[src/hdl/pnm_body_pixel_decoder_top_assert.svh]
// assertion helpers for the pnm body decoder
`ifndef PNM_BODY_PIXEL_DECODER_TOP_ASSERT_SVH
`define PNM_BODY_PIXEL_DECODER_TOP_ASSERT_SVH

// same-cycle implication
`define PNM_ASSERT_NOW(label, ante, cons, msg) \
  label: assert property (@(posedge clk) disable iff (!rst_n) (ante) |-> (cons)) \
    else $error(msg);

// next-cycle implication
`define PNM_ASSERT_NEXT(label, ante, cons, msg) \
  label: assert property (@(posedge clk) disable iff (!rst_n) (ante) |=> (cons)) \
    else $error(msg);

`endif

[src/hdl/pnm_pkg.sv]
`default_nettype none
package pnm_pkg;

  localparam int MAX_WIDTH  = 4096;
  localparam int MAX_HEIGHT = 4096;

  localparam int BYTE_W     = 8;
  localparam int STAT_W     = 2;
  localparam int FMT_W      = 3;
  localparam int MAXV_W     = 8;
  localparam int SIZE_W     = 13;
  localparam int NUM_W      = 9;
  localparam int PHASE_W    = 2;
  localparam int CHAN_W     = 2;
  localparam int CFG_IDX_W  = 2;
  localparam int CFG_DATA_W = 13;

  // counters hold column and row numbers below the limits
  localparam int COL_W = (MAX_WIDTH > 1) ? $clog2(MAX_WIDTH) : 1;
  localparam int ROW_W = (MAX_HEIGHT > 1) ? $clog2(MAX_HEIGHT) : 1;
  // compare width wide enough for the register, the limit and counter + 1
  localparam int WCMP_W = (COL_W + 1 > SIZE_W) ? COL_W + 1 : SIZE_W;
  localparam int HCMP_W = (ROW_W + 1 > SIZE_W) ? ROW_W + 1 : SIZE_W;

  localparam int DIV_CNT_W = $clog2(MAXV_W);

  localparam logic [FMT_W-1:0] FMT_P1 = 3'd0;
  localparam logic [FMT_W-1:0] FMT_P2 = 3'd1;
  localparam logic [FMT_W-1:0] FMT_P3 = 3'd2;
  localparam logic [FMT_W-1:0] FMT_P4 = 3'd3;
  localparam logic [FMT_W-1:0] FMT_P5 = 3'd4;
  localparam logic [FMT_W-1:0] FMT_P6 = 3'd5;

  localparam logic [STAT_W-1:0] ST_OK    = 2'd0;
  localparam logic [STAT_W-1:0] ST_RANGE = 2'd1;
  localparam logic [STAT_W-1:0] ST_JUNK  = 2'd2;

  localparam logic [PHASE_W-1:0] PH_SKIP    = 2'd0;
  localparam logic [PHASE_W-1:0] PH_NUM     = 2'd1;
  localparam logic [PHASE_W-1:0] PH_COMMENT = 2'd2;

  localparam logic [CHAN_W-1:0] CH_RED   = 2'd0;
  localparam logic [CHAN_W-1:0] CH_GREEN = 2'd1;
  localparam logic [CHAN_W-1:0] CH_BLUE  = 2'd2;

  localparam logic [CFG_IDX_W-1:0] CFG_FORMAT = 2'd0;
  localparam logic [CFG_IDX_W-1:0] CFG_MAXVAL = 2'd1;
  localparam logic [CFG_IDX_W-1:0] CFG_WIDTH  = 2'd2;
  localparam logic [CFG_IDX_W-1:0] CFG_HEIGHT = 2'd3;

  localparam logic [FMT_W-1:0]  RST_FORMAT = FMT_P6;
  localparam logic [MAXV_W-1:0] RST_MAXVAL = 8'd255;
  localparam logic [SIZE_W-1:0] RST_WIDTH  = 13'd1;
  localparam logic [SIZE_W-1:0] RST_HEIGHT = 13'd1;

  localparam logic [BYTE_W-1:0] CHR_0     = 8'h30;
  localparam logic [BYTE_W-1:0] CHR_9     = 8'h39;
  localparam logic [BYTE_W-1:0] CHR_SPACE = 8'h20;
  localparam logic [BYTE_W-1:0] CHR_TAB   = 8'h09;
  localparam logic [BYTE_W-1:0] CHR_LF    = 8'h0a;
  localparam logic [BYTE_W-1:0] CHR_CR    = 8'h0d;
  localparam logic [BYTE_W-1:0] CHR_HASH  = 8'h23;

  localparam logic [NUM_W-1:0]  SAT_VALUE  = 9'd256;
  localparam logic [BYTE_W-1:0] FULL_SCALE = 8'd255;

  typedef enum logic [4:0] {
    S_IDLE   = 5'b00001,
    S_DECODE = 5'b00010,
    S_DIV    = 5'b00100,
    S_FIN    = 5'b01000,
    S_BITS   = 5'b10000
  } state_t;

endpackage
`default_nettype wire

[src/hdl/pnm_body_pixel_decoder_top.sv]
// flow: an accepted byte is registered and decoded in S_DECODE, and each result is registered;
//   a P4 byte then steps through S_BITS, a P2/P3 sample through S_DIV (8 iterations of the
//   restoring divider shared by P2 and P3) and S_FIN; S_BITS gives one pixel per cycle while
//   the output is not stalled; input stalls while a byte works
// reset: synchronous active-low rst_n loads config defaults and clears decode state
`default_nettype none
module pnm_body_pixel_decoder_top (
  input  wire logic                            clk,
  input  wire logic                            rst_n,
  input  wire logic                            in_valid,
  output logic                                 in_stall,
  input  wire logic [pnm_pkg::BYTE_W-1:0]      in_body_byte,
  output logic                                 out_valid,
  input  wire logic                            out_stall,
  output logic [pnm_pkg::BYTE_W-1:0]           out_red,
  output logic [pnm_pkg::BYTE_W-1:0]           out_green,
  output logic [pnm_pkg::BYTE_W-1:0]           out_blue,
  output logic [pnm_pkg::STAT_W-1:0]           out_status,
  output logic                                 out_last_pixel,
  output logic                                 out_last_of_item,
  input  wire logic                            cfg_we,
  input  wire logic [pnm_pkg::CFG_IDX_W-1:0]   cfg_index,
  input  wire logic [pnm_pkg::CFG_DATA_W-1:0]  cfg_data
);

  localparam int BW = pnm_pkg::BYTE_W;
  localparam int MW = pnm_pkg::MAXV_W;

  pnm_pkg::state_t state_r, state_nxt;

  logic [pnm_pkg::FMT_W-1:0]   fmt_r;
  logic [MW-1:0]               maxv_r;
  logic [pnm_pkg::SIZE_W-1:0]  width_r, height_r;

  logic [BW-1:0]                 byte_r;
  logic [pnm_pkg::PHASE_W-1:0]   phase_r, phase_nxt;
  logic [pnm_pkg::NUM_W-1:0]     num_r, num_nxt;
  logic [pnm_pkg::CHAN_W-1:0]    chan_r, chan_nxt;
  logic [BW-1:0]                 held_red_r, held_red_nxt;
  logic [BW-1:0]                 held_green_r, held_green_nxt;
  logic [pnm_pkg::COL_W-1:0]     col_r, col_nxt;
  logic [pnm_pkg::ROW_W-1:0]     row_r, row_nxt;
  logic                          err_r, err_nxt;
  logic                          done_r, done_nxt;
  logic [2:0]                    bit_r, bit_nxt;

  // shared divider
  logic [MW-1:0]                   rem_r, rem_nxt;
  logic [MW-1:0]                   dvd_r, dvd_nxt;
  logic [MW-1:0]                   quo_r, quo_nxt;
  logic [pnm_pkg::DIV_CNT_W-1:0]   dcnt_r, dcnt_nxt;
  logic [MW:0]                     div_trial;
  logic                            div_ge;
  logic [2*MW-1:0]                 dividend;

  logic                 out_valid_r;
  logic [BW-1:0]        out_red_r, out_green_r, out_blue_r;
  logic [pnm_pkg::STAT_W-1:0] out_status_r;
  logic                 out_last_pixel_r, out_last_of_item_r;

  logic                 out_free;
  logic                 emit, emit_pixel, emit_last_item, emit_last_pixel;
  logic [BW-1:0]        emit_red, emit_green, emit_blue;
  logic [pnm_pkg::STAT_W-1:0] emit_status;

  logic                 is_digit, is_space, is_hash, is_eol;
  logic [11:0]          num_acc;
  logic [pnm_pkg::NUM_W-1:0] num_sat;
  logic [BW-1:0]        bit_shade;

  logic [pnm_pkg::WCMP_W-1:0] w_ext, w_eff, col_inc;
  logic [pnm_pkg::HCMP_W-1:0] h_ext, h_eff, row_inc;
  logic                       row_end, img_end;

  assign in_stall         = (state_r != pnm_pkg::S_IDLE);
  assign out_valid        = out_valid_r;
  assign out_red          = out_red_r;
  assign out_green        = out_green_r;
  assign out_blue         = out_blue_r;
  assign out_status       = out_status_r;
  assign out_last_pixel   = out_last_pixel_r;
  assign out_last_of_item = out_last_of_item_r;

  assign out_free = !out_valid_r || !out_stall;

  // effective image size: zero acts as one, oversize clamps to the limit
  always_comb begin
    w_ext = pnm_pkg::WCMP_W'(width_r);
    h_ext = pnm_pkg::HCMP_W'(height_r);
    if (w_ext == '0) begin
      w_eff = pnm_pkg::WCMP_W'(1);
    end else if (w_ext > pnm_pkg::WCMP_W'(pnm_pkg::MAX_WIDTH)) begin
      w_eff = pnm_pkg::WCMP_W'(pnm_pkg::MAX_WIDTH);
    end else begin
      w_eff = w_ext;
    end
    if (h_ext == '0) begin
      h_eff = pnm_pkg::HCMP_W'(1);
    end else if (h_ext > pnm_pkg::HCMP_W'(pnm_pkg::MAX_HEIGHT)) begin
      h_eff = pnm_pkg::HCMP_W'(pnm_pkg::MAX_HEIGHT);
    end else begin
      h_eff = h_ext;
    end
    col_inc = pnm_pkg::WCMP_W'(col_r) + pnm_pkg::WCMP_W'(1);
    row_inc = pnm_pkg::HCMP_W'(row_r) + pnm_pkg::HCMP_W'(1);
    row_end = (col_inc >= w_eff);
    img_end = (row_inc >= h_eff);
  end

  // character classes and decimal accumulate
  always_comb begin
    is_digit = (byte_r >= pnm_pkg::CHR_0) && (byte_r <= pnm_pkg::CHR_9);
    is_eol   = (byte_r == pnm_pkg::CHR_LF) || (byte_r == pnm_pkg::CHR_CR);
    is_space = is_eol || (byte_r == pnm_pkg::CHR_SPACE) || (byte_r == pnm_pkg::CHR_TAB);
    is_hash  = (byte_r == pnm_pkg::CHR_HASH);
    num_acc  = ({3'b000, num_r} << 3) + ({3'b000, num_r} << 1) + {8'h00, byte_r[3:0]};
    num_sat  = (num_acc > 12'(pnm_pkg::SAT_VALUE)) ? pnm_pkg::SAT_VALUE
                                                   : num_acc[pnm_pkg::NUM_W-1:0];
    // v * 255 as (v << 8) - v, v is known to fit in a byte here
    dividend  = {num_r[MW-1:0], {MW{1'b0}}} - {{MW{1'b0}}, num_r[MW-1:0]};
    div_trial = {rem_r, dvd_r[MW-1]};
    div_ge    = (div_trial >= {1'b0, maxv_r});
    bit_shade = byte_r[bit_r] ? '0 : pnm_pkg::FULL_SCALE;
  end

  always_comb begin
    state_nxt       = state_r;
    phase_nxt       = phase_r;
    num_nxt         = num_r;
    chan_nxt        = chan_r;
    held_red_nxt    = held_red_r;
    held_green_nxt  = held_green_r;
    col_nxt         = col_r;
    row_nxt         = row_r;
    err_nxt         = err_r;
    done_nxt        = done_r;
    bit_nxt         = bit_r;
    rem_nxt         = rem_r;
    dvd_nxt         = dvd_r;
    quo_nxt         = quo_r;
    dcnt_nxt        = dcnt_r;
    emit            = 1'b0;
    emit_pixel      = 1'b0;
    emit_last_item  = 1'b0;
    emit_last_pixel = 1'b0;
    emit_red        = '0;
    emit_green      = '0;
    emit_blue       = '0;
    emit_status     = pnm_pkg::ST_OK;

    unique case (state_r)
      pnm_pkg::S_IDLE: begin
        if (in_valid) begin
          state_nxt = pnm_pkg::S_DECODE;
        end
      end

      pnm_pkg::S_DECODE: begin
        if (out_free) begin
          state_nxt = pnm_pkg::S_IDLE;
          if (!err_r && !done_r) begin
            case (fmt_r)
              pnm_pkg::FMT_P1, pnm_pkg::FMT_P2, pnm_pkg::FMT_P3: begin
                case (phase_r)
                  pnm_pkg::PH_COMMENT: begin
                    if (is_eol) begin
                      phase_nxt = pnm_pkg::PH_SKIP;
                    end
                  end
                  pnm_pkg::PH_NUM: begin
                    if (is_digit) begin
                      num_nxt = num_sat;
                    end else if (is_space || is_hash) begin
                      num_nxt   = '0;
                      phase_nxt = is_hash ? pnm_pkg::PH_COMMENT : pnm_pkg::PH_SKIP;
                      if (num_r > {1'b0, maxv_r}) begin
                        emit        = 1'b1;
                        emit_status = pnm_pkg::ST_RANGE;
                      end else if (fmt_r == pnm_pkg::FMT_P1) begin
                        emit       = 1'b1;
                        emit_pixel = 1'b1;
                        emit_red   = (num_r == '0) ? pnm_pkg::FULL_SCALE : '0;
                        emit_green = emit_red;
                        emit_blue  = emit_red;
                      end else if (maxv_r == '0) begin
                        // only zero gets here, it scales to zero
                        quo_nxt   = '0;
                        state_nxt = pnm_pkg::S_FIN;
                      end else begin
                        rem_nxt   = dividend[2*MW-1:MW];
                        dvd_nxt   = dividend[MW-1:0];
                        quo_nxt   = '0;
                        dcnt_nxt  = '0;
                        state_nxt = pnm_pkg::S_DIV;
                      end
                    end else begin
                      emit        = 1'b1;
                      emit_status = pnm_pkg::ST_JUNK;
                    end
                  end
                  default: begin
                    if (is_digit) begin
                      num_nxt   = pnm_pkg::NUM_W'(byte_r[3:0]);
                      phase_nxt = pnm_pkg::PH_NUM;
                    end else if (is_space) begin
                      phase_nxt = pnm_pkg::PH_SKIP;
                    end else if (is_hash) begin
                      phase_nxt = pnm_pkg::PH_COMMENT;
                    end else begin
                      emit        = 1'b1;
                      emit_status = pnm_pkg::ST_JUNK;
                    end
                  end
                endcase
              end
              pnm_pkg::FMT_P4: begin
                bit_nxt   = 3'd7;
                state_nxt = pnm_pkg::S_BITS;
              end
              pnm_pkg::FMT_P5: begin
                emit       = 1'b1;
                emit_pixel = 1'b1;
                emit_red   = byte_r;
                emit_green = byte_r;
                emit_blue  = byte_r;
              end
              pnm_pkg::FMT_P6: begin
                if (chan_r == pnm_pkg::CH_RED) begin
                  held_red_nxt = byte_r;
                  chan_nxt     = pnm_pkg::CH_GREEN;
                end else if (chan_r == pnm_pkg::CH_GREEN) begin
                  held_green_nxt = byte_r;
                  chan_nxt       = pnm_pkg::CH_BLUE;
                end else begin
                  chan_nxt   = pnm_pkg::CH_RED;
                  emit       = 1'b1;
                  emit_pixel = 1'b1;
                  emit_red   = held_red_r;
                  emit_green = held_green_r;
                  emit_blue  = byte_r;
                end
              end
              default: begin
              end
            endcase
            emit_last_item = emit;
            if (emit && !emit_pixel) begin
              err_nxt   = 1'b1;
              phase_nxt = pnm_pkg::PH_SKIP;
              num_nxt   = '0;
            end
          end
        end
      end

      pnm_pkg::S_DIV: begin
        // one quotient bit per cycle
        rem_nxt  = div_ge ? MW'(div_trial - {1'b0, maxv_r}) : div_trial[MW-1:0];
        dvd_nxt  = {dvd_r[MW-2:0], 1'b0};
        quo_nxt  = {quo_r[MW-2:0], div_ge};
        dcnt_nxt = dcnt_r + 1'b1;
        if (dcnt_r == pnm_pkg::DIV_CNT_W'(MW - 1)) begin
          state_nxt = pnm_pkg::S_FIN;
        end
      end

      pnm_pkg::S_FIN: begin
        if (out_free) begin
          state_nxt = pnm_pkg::S_IDLE;
          if (fmt_r == pnm_pkg::FMT_P2) begin
            emit       = 1'b1;
            emit_pixel = 1'b1;
            emit_red   = quo_r;
            emit_green = quo_r;
            emit_blue  = quo_r;
          end else if (chan_r == pnm_pkg::CH_RED) begin
            held_red_nxt = quo_r;
            chan_nxt     = pnm_pkg::CH_GREEN;
          end else if (chan_r == pnm_pkg::CH_GREEN) begin
            held_green_nxt = quo_r;
            chan_nxt       = pnm_pkg::CH_BLUE;
          end else begin
            chan_nxt   = pnm_pkg::CH_RED;
            emit       = 1'b1;
            emit_pixel = 1'b1;
            emit_red   = held_red_r;
            emit_green = held_green_r;
            emit_blue  = quo_r;
          end
          emit_last_item = emit;
        end
      end

      pnm_pkg::S_BITS: begin
        if (out_free) begin
          emit           = 1'b1;
          emit_pixel     = 1'b1;
          emit_red       = bit_shade;
          emit_green     = bit_shade;
          emit_blue      = bit_shade;
          // row padding bits are dropped, the image end always falls on a row end
          emit_last_item = row_end || (bit_r == 3'd0);
          bit_nxt        = bit_r - 3'd1;
          if (emit_last_item) begin
            state_nxt = pnm_pkg::S_IDLE;
          end
        end
      end

      default: begin
        state_nxt = pnm_pkg::S_IDLE;
      end
    endcase

    // pixel position advance
    if (emit && emit_pixel) begin
      if (row_end) begin
        col_nxt = '0;
        if (img_end) begin
          row_nxt         = '0;
          done_nxt        = 1'b1;
          emit_last_pixel = 1'b1;
        end else begin
          row_nxt = row_r + 1'b1;
        end
      end else begin
        col_nxt = col_r + 1'b1;
      end
    end
  end

  always_ff @(posedge clk) begin
    if (!rst_n) begin
      state_r      <= pnm_pkg::S_IDLE;
      fmt_r        <= pnm_pkg::RST_FORMAT;
      maxv_r       <= pnm_pkg::RST_MAXVAL;
      width_r      <= pnm_pkg::RST_WIDTH;
      height_r     <= pnm_pkg::RST_HEIGHT;
      phase_r      <= pnm_pkg::PH_SKIP;
      num_r        <= '0;
      chan_r       <= pnm_pkg::CH_RED;
      held_red_r   <= '0;
      held_green_r <= '0;
      col_r        <= '0;
      row_r        <= '0;
      err_r        <= 1'b0;
      done_r       <= 1'b0;
      bit_r        <= '0;
      dcnt_r       <= '0;
      out_valid_r  <= 1'b0;
    end else begin
      state_r      <= state_nxt;
      phase_r      <= phase_nxt;
      num_r        <= num_nxt;
      chan_r       <= chan_nxt;
      held_red_r   <= held_red_nxt;
      held_green_r <= held_green_nxt;
      col_r        <= col_nxt;
      row_r        <= row_nxt;
      err_r        <= err_nxt;
      done_r       <= done_nxt;
      bit_r        <= bit_nxt;
      dcnt_r       <= dcnt_nxt;
      if (emit) begin
        out_valid_r <= 1'b1;
      end else if (!out_stall) begin
        out_valid_r <= 1'b0;
      end
      if (cfg_we) begin
        unique case (cfg_index)
          pnm_pkg::CFG_FORMAT: fmt_r    <= cfg_data[pnm_pkg::FMT_W-1:0];
          pnm_pkg::CFG_MAXVAL: maxv_r   <= cfg_data[MW-1:0];
          pnm_pkg::CFG_WIDTH:  width_r  <= cfg_data[pnm_pkg::SIZE_W-1:0];
          pnm_pkg::CFG_HEIGHT: height_r <= cfg_data[pnm_pkg::SIZE_W-1:0];
        endcase
      end
    end
  end

  always_ff @(posedge clk) begin
    if ((state_r == pnm_pkg::S_IDLE) && in_valid) begin
      byte_r <= in_body_byte;
    end
    rem_r <= rem_nxt;
    dvd_r <= dvd_nxt;
    quo_r <= quo_nxt;
    if (emit) begin
      out_red_r          <= emit_red;
      out_green_r        <= emit_green;
      out_blue_r         <= emit_blue;
      out_status_r       <= emit_status;
      out_last_pixel_r   <= emit_last_pixel;
      out_last_of_item_r <= emit_last_item;
    end
  end

`include "pnm_body_pixel_decoder_top_assert.svh"

  `PNM_ASSERT_NOW(a_sticky_err, err_r, !emit, "result produced after sticky error")
  `PNM_ASSERT_NOW(a_done_quiet, done_r, !emit, "result produced after image end")
  `PNM_ASSERT_NOW(a_div_nonzero, state_r == pnm_pkg::S_DIV, maxv_r != '0, "divide by zero")
  `PNM_ASSERT_NEXT(a_err_latch, emit && (emit_status != pnm_pkg::ST_OK), err_r, "error not latched")

endmodule
`default_nettype wire

[config.mk]
export PLATFORM = sky130hd
export DESIGN_NAME = pnm_body_pixel_decoder_top
export DESIGN_NICKNAME = d
export VERILOG_FILES = /design/src/hdl/pnm_pkg.sv /design/src/hdl/pnm_body_pixel_decoder_top.sv
export VERILOG_INCLUDE_DIRS = /design/src /design/src/hdl
export SDC_FILE = /design/constraint.sdc
export NUM_CORES = 1
export LEC_CHECK = 0
export BUFFER_PORTS_ARGS = -buffer_cell sky130_fd_sc_hd__buf_2
export CORE_UTILIZATION = 65
export DETAILED_ROUTE_END_ITERATION = 7
export HOLD_SLACK_MARGIN = 0.15
export PLACE_DENSITY_LB_ADDON = 0.05
export SLEW_MARGIN = 20
export SYNTH_ARGS = -nofsm -noshare
export SYNTH_HDL_FRONTEND = slang
export SYNTH_SLANG_ARGS = --single-unit
[constraint.sdc]
create_clock -name clk -period 9.4 [get_ports clk]
set_clock_uncertainty 0.15 [all_clocks]
set_input_delay 1.88 -clock clk [delete_from_list [all_inputs] [get_ports clk]]
set_output_delay 1.88 -clock clk [all_outputs]
set_load 0.03 [all_outputs]
# Yosys cells after proc, flatten, opt, wreduce, memory -nomap -nowiden

Cells that the tools add are included.

Bits in registers: 164
Output and inout port bits: 30

Add/sub/neg operators: 10
$lt $le $gt $ge: 10
Equal/unequal tests: 51
Mux-type cells: 188
Reduce and logical (&&, ||, !) cells: 49

Operators with widths:

| kind                                                  | count |
|---|---|
| 2-to-1 mux 8 bit                                      | 71 |
| one-hot mux 8 bit (3 select lines)                    | 6 |
| one-hot mux 8 bit (2 select lines)                    | 5 |
| 2-to-1 mux 9 bit                                      | 6 |
| 2-to-1 mux 13 bit                                     | 4 |
| 2-to-1 mux 2 bit                                      | 21 |
| inequality test 2 bit, second input constant          | 20 |
| 2-to-1 mux 3 bit                                      | 13 |
| 2-to-1 mux 5 bit                                      | 7 |
| 2-to-1 mux 1 bit                                      | 32 |
| adder 12 x 1 -> 13 bit, second input constant         | 2 |
| >= comparator 13 bit                                  | 2 |
| greater-than comparator 13 bit, second input constant | 2 |
| logical NOT 13 bit                                    | 2 |
| one-hot mux 5 bit (5 select lines)                    | 1 |
| adder 12 x 1 -> 12 bit, second input constant         | 2 |
| == test 8 x 4 -> 1 bit, second input constant         | 3 |
| 2-to-1 mux 12 bit                                     | 2 |
| 2-to-1 mux 4 bit                                      | 6 |
| AND reduction 10 bit                                  | 2 |
| one-hot mux 9 bit (2 select lines)                    | 1 |
| == test 8 x 6 -> 1 bit, second input constant         | 2 |
| AND reduction 8 bit                                   | 2 |
| subtractor 16 x 8 -> 16 bit                           | 1 |
| 48 further kinds                                      | 93 |

# Longest topological paths before layout

Depth in word-level cells: 17
Gate-level depth with buffers: 16

# Worst setup path before layout

No wires, ideal clock.

Path type: in2reg
Start: input port out_stall
End: register out_blue_r[0] (netlist: out_blue[0]) (enable)
Setup time: 452 ps
Arrival time: 3435 ps
Required time: 8798 ps
Path slack: 5363 ps
Stages on the path: 7
Path buffers: 1
Cell sequence: nand2_1 > and3_1 > nand2_1 > clkbuf_1 > a21oi_1 > o31ai_1 > nand2_1

Longest elaborated chain between the ends: 4
Elaborated cells between the ends (all ways): 6
Classes of those cells: 4 x mux; 2 x reduce/logical

RTL lines:

| item                                       | RTL line                                                                                                | text |
|---|---|---|
| start: declaration                         | pnm_body_pixel_decoder_top.sv:14                                                                        | `input wire logic out_stall,` |
| logical NOT 1 bit (*)                      | -                                                                                                       |  |
| logical OR 1 bit (*)                       | pnm_body_pixel_decoder_top.sv:84                                                                        | `assign out_free = !out_valid_r \|\| !out_stall;` |
| 2-to-1 mux 1 bit, on equally long branches | pnm_body_pixel_decoder_top.sv:295, pnm_body_pixel_decoder_top.sv:159, pnm_body_pixel_decoder_top.sv:268 |  |
| one-hot mux 1 bit (3 select lines) (*)     | pnm_body_pixel_decoder_top.sv:151                                                                       | `unique case (state_r)` |
| net emit                                   | pnm_body_pixel_decoder_top.sv:62                                                                        | `logic emit, emit_pixel, emit_last_item, emit_last_pixel;` |
| end signal: assignment                     | pnm_body_pixel_decoder_top.sv:390                                                                       | `out_blue_r <= emit_blue;` |
| end: declaration                           | pnm_body_pixel_decoder_top.sv:57                                                                        | `logic [BW-1:0] out_red_r, out_green_r, out_blue_r;` |

The timed path passes the listed nets; every way through them passes the cells marked *.
A chain may end at the register's enable or synchronous reset.

# Final worst setup path

Start: input port out_stall
End: register col_r[4] (netlist name)

Longest elaborated chain between the ends: 5
Elaborated cells between the ends (all ways): 9
Classes of those cells: 6 x mux; 3 x reduce/logical

RTL lines:

| item                                       | RTL line                                                                                                | text |
|---|---|---|
| logical NOT 1 bit (*)                      | -                                                                                                       |  |
| logical OR 1 bit (*)                       | pnm_body_pixel_decoder_top.sv:84                                                                        |  |
| 2-to-1 mux 1 bit, on equally long branches | pnm_body_pixel_decoder_top.sv:295, pnm_body_pixel_decoder_top.sv:159, pnm_body_pixel_decoder_top.sv:268 |  |
| one-hot mux 1 bit (3 select lines)         | pnm_body_pixel_decoder_top.sv:151                                                                       |  |
| logical AND 1 bit (*)                      | pnm_body_pixel_decoder_top.sv:316                                                                       | `if (emit && emit_pixel) begin` |
| end signal: assignment                     | pnm_body_pixel_decoder_top.sv:358                                                                       | `col_r <= col_nxt;` |
| end: declaration                           | pnm_body_pixel_decoder_top.sv:41                                                                        | `logic [pnm_pkg::COL_W-1:0] col_r, col_nxt;` |

Mark *: on every way between the ends. The rest lies on a longest branch, timed or not.

==> impl_results.md <==
- Status: complete, no violations
- Die Ht: ~130 um
- CP Launch Type: input port
- Clock network power share: between 40% and 50%
- Net Count, Synth: approximately 1,300
- Final-stage net count: approximately 1,300
- Antenna violations before repair: 0
- RSZ-0062 raised after global routing: no
- Gr usage total: a little under a third
- P_int: between 1 and 1.5 mW
- CP peak stage delay: 0.54 ns
- Detailed Place HPWL: 16,800 um
- Period utilisation layout: a little under half
- Synth Area in XOR/XNOR: 2.45%
- Post-route DRC: 0
- Fin. Hold Viols: 0
- Share of cells above drive strength 1: a little under an eighth
- Avg Vias per Cell: 6.28
- Fin. max-slew vios: 0
- Psw: roughly 0.42 mW
- Worst-case clock buffer depth: 2
- Mean Syn Cell Area: 8.65 sq um
- # diodes: 0
- Core region area: 15,100 sq um
- Ports: 58
- Post-synthesis adder-cell area fraction: 9.09%
- Critical path capture point type: register
- Critical path's slowest cell: nand2_1
- Leak: 4.28 nW
- Synth warn: 0
- Unique masters post-synth: 85
- Worst-Margin Slew: 1.11 ns
- Final setup viols: 0
- Yosys reg bits: ~160
- Compound-Gate Fraction of Synth Area: 20.7%
- Required time of the critical path: 9.62 ns
- Register area share after synthesis: between 30% and 40%
- Vias in the first global route: slightly above 8,000
- Via count: 8,723
- Post-cts gate resize count: 0
- Largest family of logic cells by synthesized area: simple AND/OR/NAND/NOR gates
- Initial core utilization: 66.1%
- Die X: ~130 um
- Post-Syn Area: 10,000 sq um
- First-pass GRT wire length: 39,500 um
- WL/cell: 17.1 um
- Gate power share: 8.8%
- Crit path kind: input port to register
- Post-route ant nets: 0
- R2R depth: 14
- Total CTS buffers: 17
- Worst skew pair latency: 0.44 ns
- Largest net degree at the start of global routing: 67
- CTS tree: built
- Slew headroom: 24.9%
- Postcts setup bufs: 0
- CP Cell Sequence: buf_2 -> nand2_1 -> and3_1 -> nand2_1 -> and2_1 -> a21oi_4 -> and2_1 -> a32o_1
- Switching fraction of total power: between 20% and 30%
- Async SR Flop Fraction: 0%
- Pwr/cell area: 147 nW/um^2
- Worst hold margin: 0.313 ns
- Setup_tns: 0 ns
- Highest clock rate: about 0.23 GHz
- DR pass1 iterations: 5
- Min-Delay Path Class: register to register
- CP Max Fanout: 26
- CTS Hold Bufs: 0
- Area growth from synthesis to layout: 9.13%
- Hold Crit Depth: 2
- Global route overflow: 0
- CTS clock-pin slew for the worst setup and hold paths: 0.07 ns
- H-tree lvl count: 4
- Input/output buffers: 57
- Worst EP arrival: between 4 and 5 ns
- Sink Count: between 150 and 200
- Top_reg_cell synth: dfxtp_1
- Cell Rows: 45
- Die Footprint: 15,900 sq um
- Sequential power share: between 40 and 50%
- Root buf cell: clkbuf_16
- Worst vdd ir: about 160 uV
- Max-cap violations: 0
- Crit path time final: 4.32 ns
- Post-synthesis simple-gate area fraction: 22.2%
- Post-synthesis mux area share: 2.46%
- Syn Inst Count: 1,158
- DRT iter0 DRCs: roughly 750
- Routed WL: 23,700 um
- Gpl congestion: 0.828
- EDFF count, synth: 60
worst max-delay path: cells and delay by family:
family / cells / cell delay [ns]
and+or+nand+nor: 5 / 1.98
buffers and inverters: 1 / 0.10
AOI/OAI and AO/OA: 2 / 0.56
per-layer routing:
metal / vias to the layer above / track usage (%) / part of all wire (%)
met5: - / 0 / 0
met4: 0 / 11.7 / 2.2
met3: 41 / 5.31 / 6.0
met2: 302 / 50.9 / 47
met1: 4094 / 41.3 / 45
li1: 4286 / - / -
through the flow:
step / instance area [sq um] / utilization (%) / setup slack [ns] / cells / power, mW
2_1_floorplan: 10000 / - / 5.36 / 1158 / 0.885
3_3_place_gp: 10300 / 68.3 / 4.58 / 1356 / 0.924
3_5_place_dp: 10300 / 68.3 / 4.50 / 1356 / 0.927
4_1_cts: 10900 / 72.2 / 4.95 / 1388 / 1.61
5_1_grt: 10900 / 72.2 / 4.89 / 1388 / 1.67
6_report: 10900 / 72.2 / 5.08 / 1388 / 1.61
cells in the final DEF (no fill, tap or decap), types with 15 or more instances in the layout:
cell	instances
buf_2	57
clkbuf_16	18
edfxtp_1	60
nand2_1	178
o21ai_0	41
nand3_1	30
a21oi_1	124
or3_1	27
mux2i_1	19
dfxtp_1	104
inv_1	49
nor3_1	22
ha_1	68
and2_1	17
a211oi_1	27
nor2_1	83
xor2_1	15
sequential cells by signal, indices dropped and copies added (netlist names), 2 cells and up:
| name | cells |
|---|---|
| maxv_r | 8 |
| h_ext | 13 |
| byte_r | 8 |
| rem_r | 8 |
| out_blue | 8 |
| out_green | 8 |
| bit_r | 3 |
| state_r | 5 |
| held_green_r | 8 |
| row_r | 12 |
| held_red_r | 8 |
| fmt_r | 3 |
| phase_r | 2 |
| num_r | 9 |
| col_r | 12 |
| quo_r | 8 |
| out_status | 2 |
| dvd_r | 8 |
| out_red | 8 |
| w_ext | 13 |
| dcnt_r | 3 |
| chan_r | 2 |
power groups by stage:
stage | registers (mW) | clock network [mW] | logic (mW)
after global routing | 0.775 | 0.733 | 0.157
after floorplan | 0.777 | 0 | 0.108
final | 0.773 | 0.695 | 0.142
after detailed placement | 0.787 | 0 | 0.139
after CTS | 0.772 | 0.702 | 0.140
after global placement | 0.787 | 0 | 0.137
worst paths after layout:
| path | startpoint | endpoint | slack [ns] |
|---|---|---|---|
| max | out_stall | col_r[4]$_SDFFE_PN0P_ | 5.08 |
| min | row_r[10]$_SDFFE_PN0P_ | row_r[10]$_SDFFE_PN0P_ | 0.31 |
| max reg2reg | col_r[0]$_SDFFE_PN0P_ | done_r$_SDFFE_PN0P_ | 5.17 |
| min reg2reg | row_r[10]$_SDFFE_PN0P_ | row_r[10]$_SDFFE_PN0P_ | 0.31 |
cell type report:
type | instances | area, sq um
fill | 1192 | 4210
multi-input combinational | 890 | 5700
timing repair buffer | 64 | 338
clock inverter | 13 | 130
inverter | 50 | 188
tap | 188 | 235
clock buffer | 19 | 454
sequential | 164 | 3880
kinds of logic after synthesis:
kind of cell / count (synthesis)
fa+ha+maj: 71
mux: 22
compound gates: 316
buf+inv: 104
xor+xnor: 28
simple gates: 453
flops: 164
synthesized netlist by cell type (all sizes together), types with 12 or more instances:
cell	number	share of area, %
a211oi	27	2.0
o211ai	12	0.90
nor3	23	1.2
o21ai	57	3.1
or3	27	1.7
nor4	13	0.87
ha	68	8.5
clkbuf	40	1.5
nor3b	12	0.95
xor2	15	1.3
nor2	85	3.2
nand2b	13	0.81
xnor2	13	1.1
and2	17	1.1
a21oi	126	6.4
inv	49	1.8
buf	14	0.97
a31o	12	1.0
mux2i	19	1.9
edfxtp	60	18
nand2	179	6.7
nand3	36	2.1
dfxtp	104	21
(Power assumes the default switching activity.)
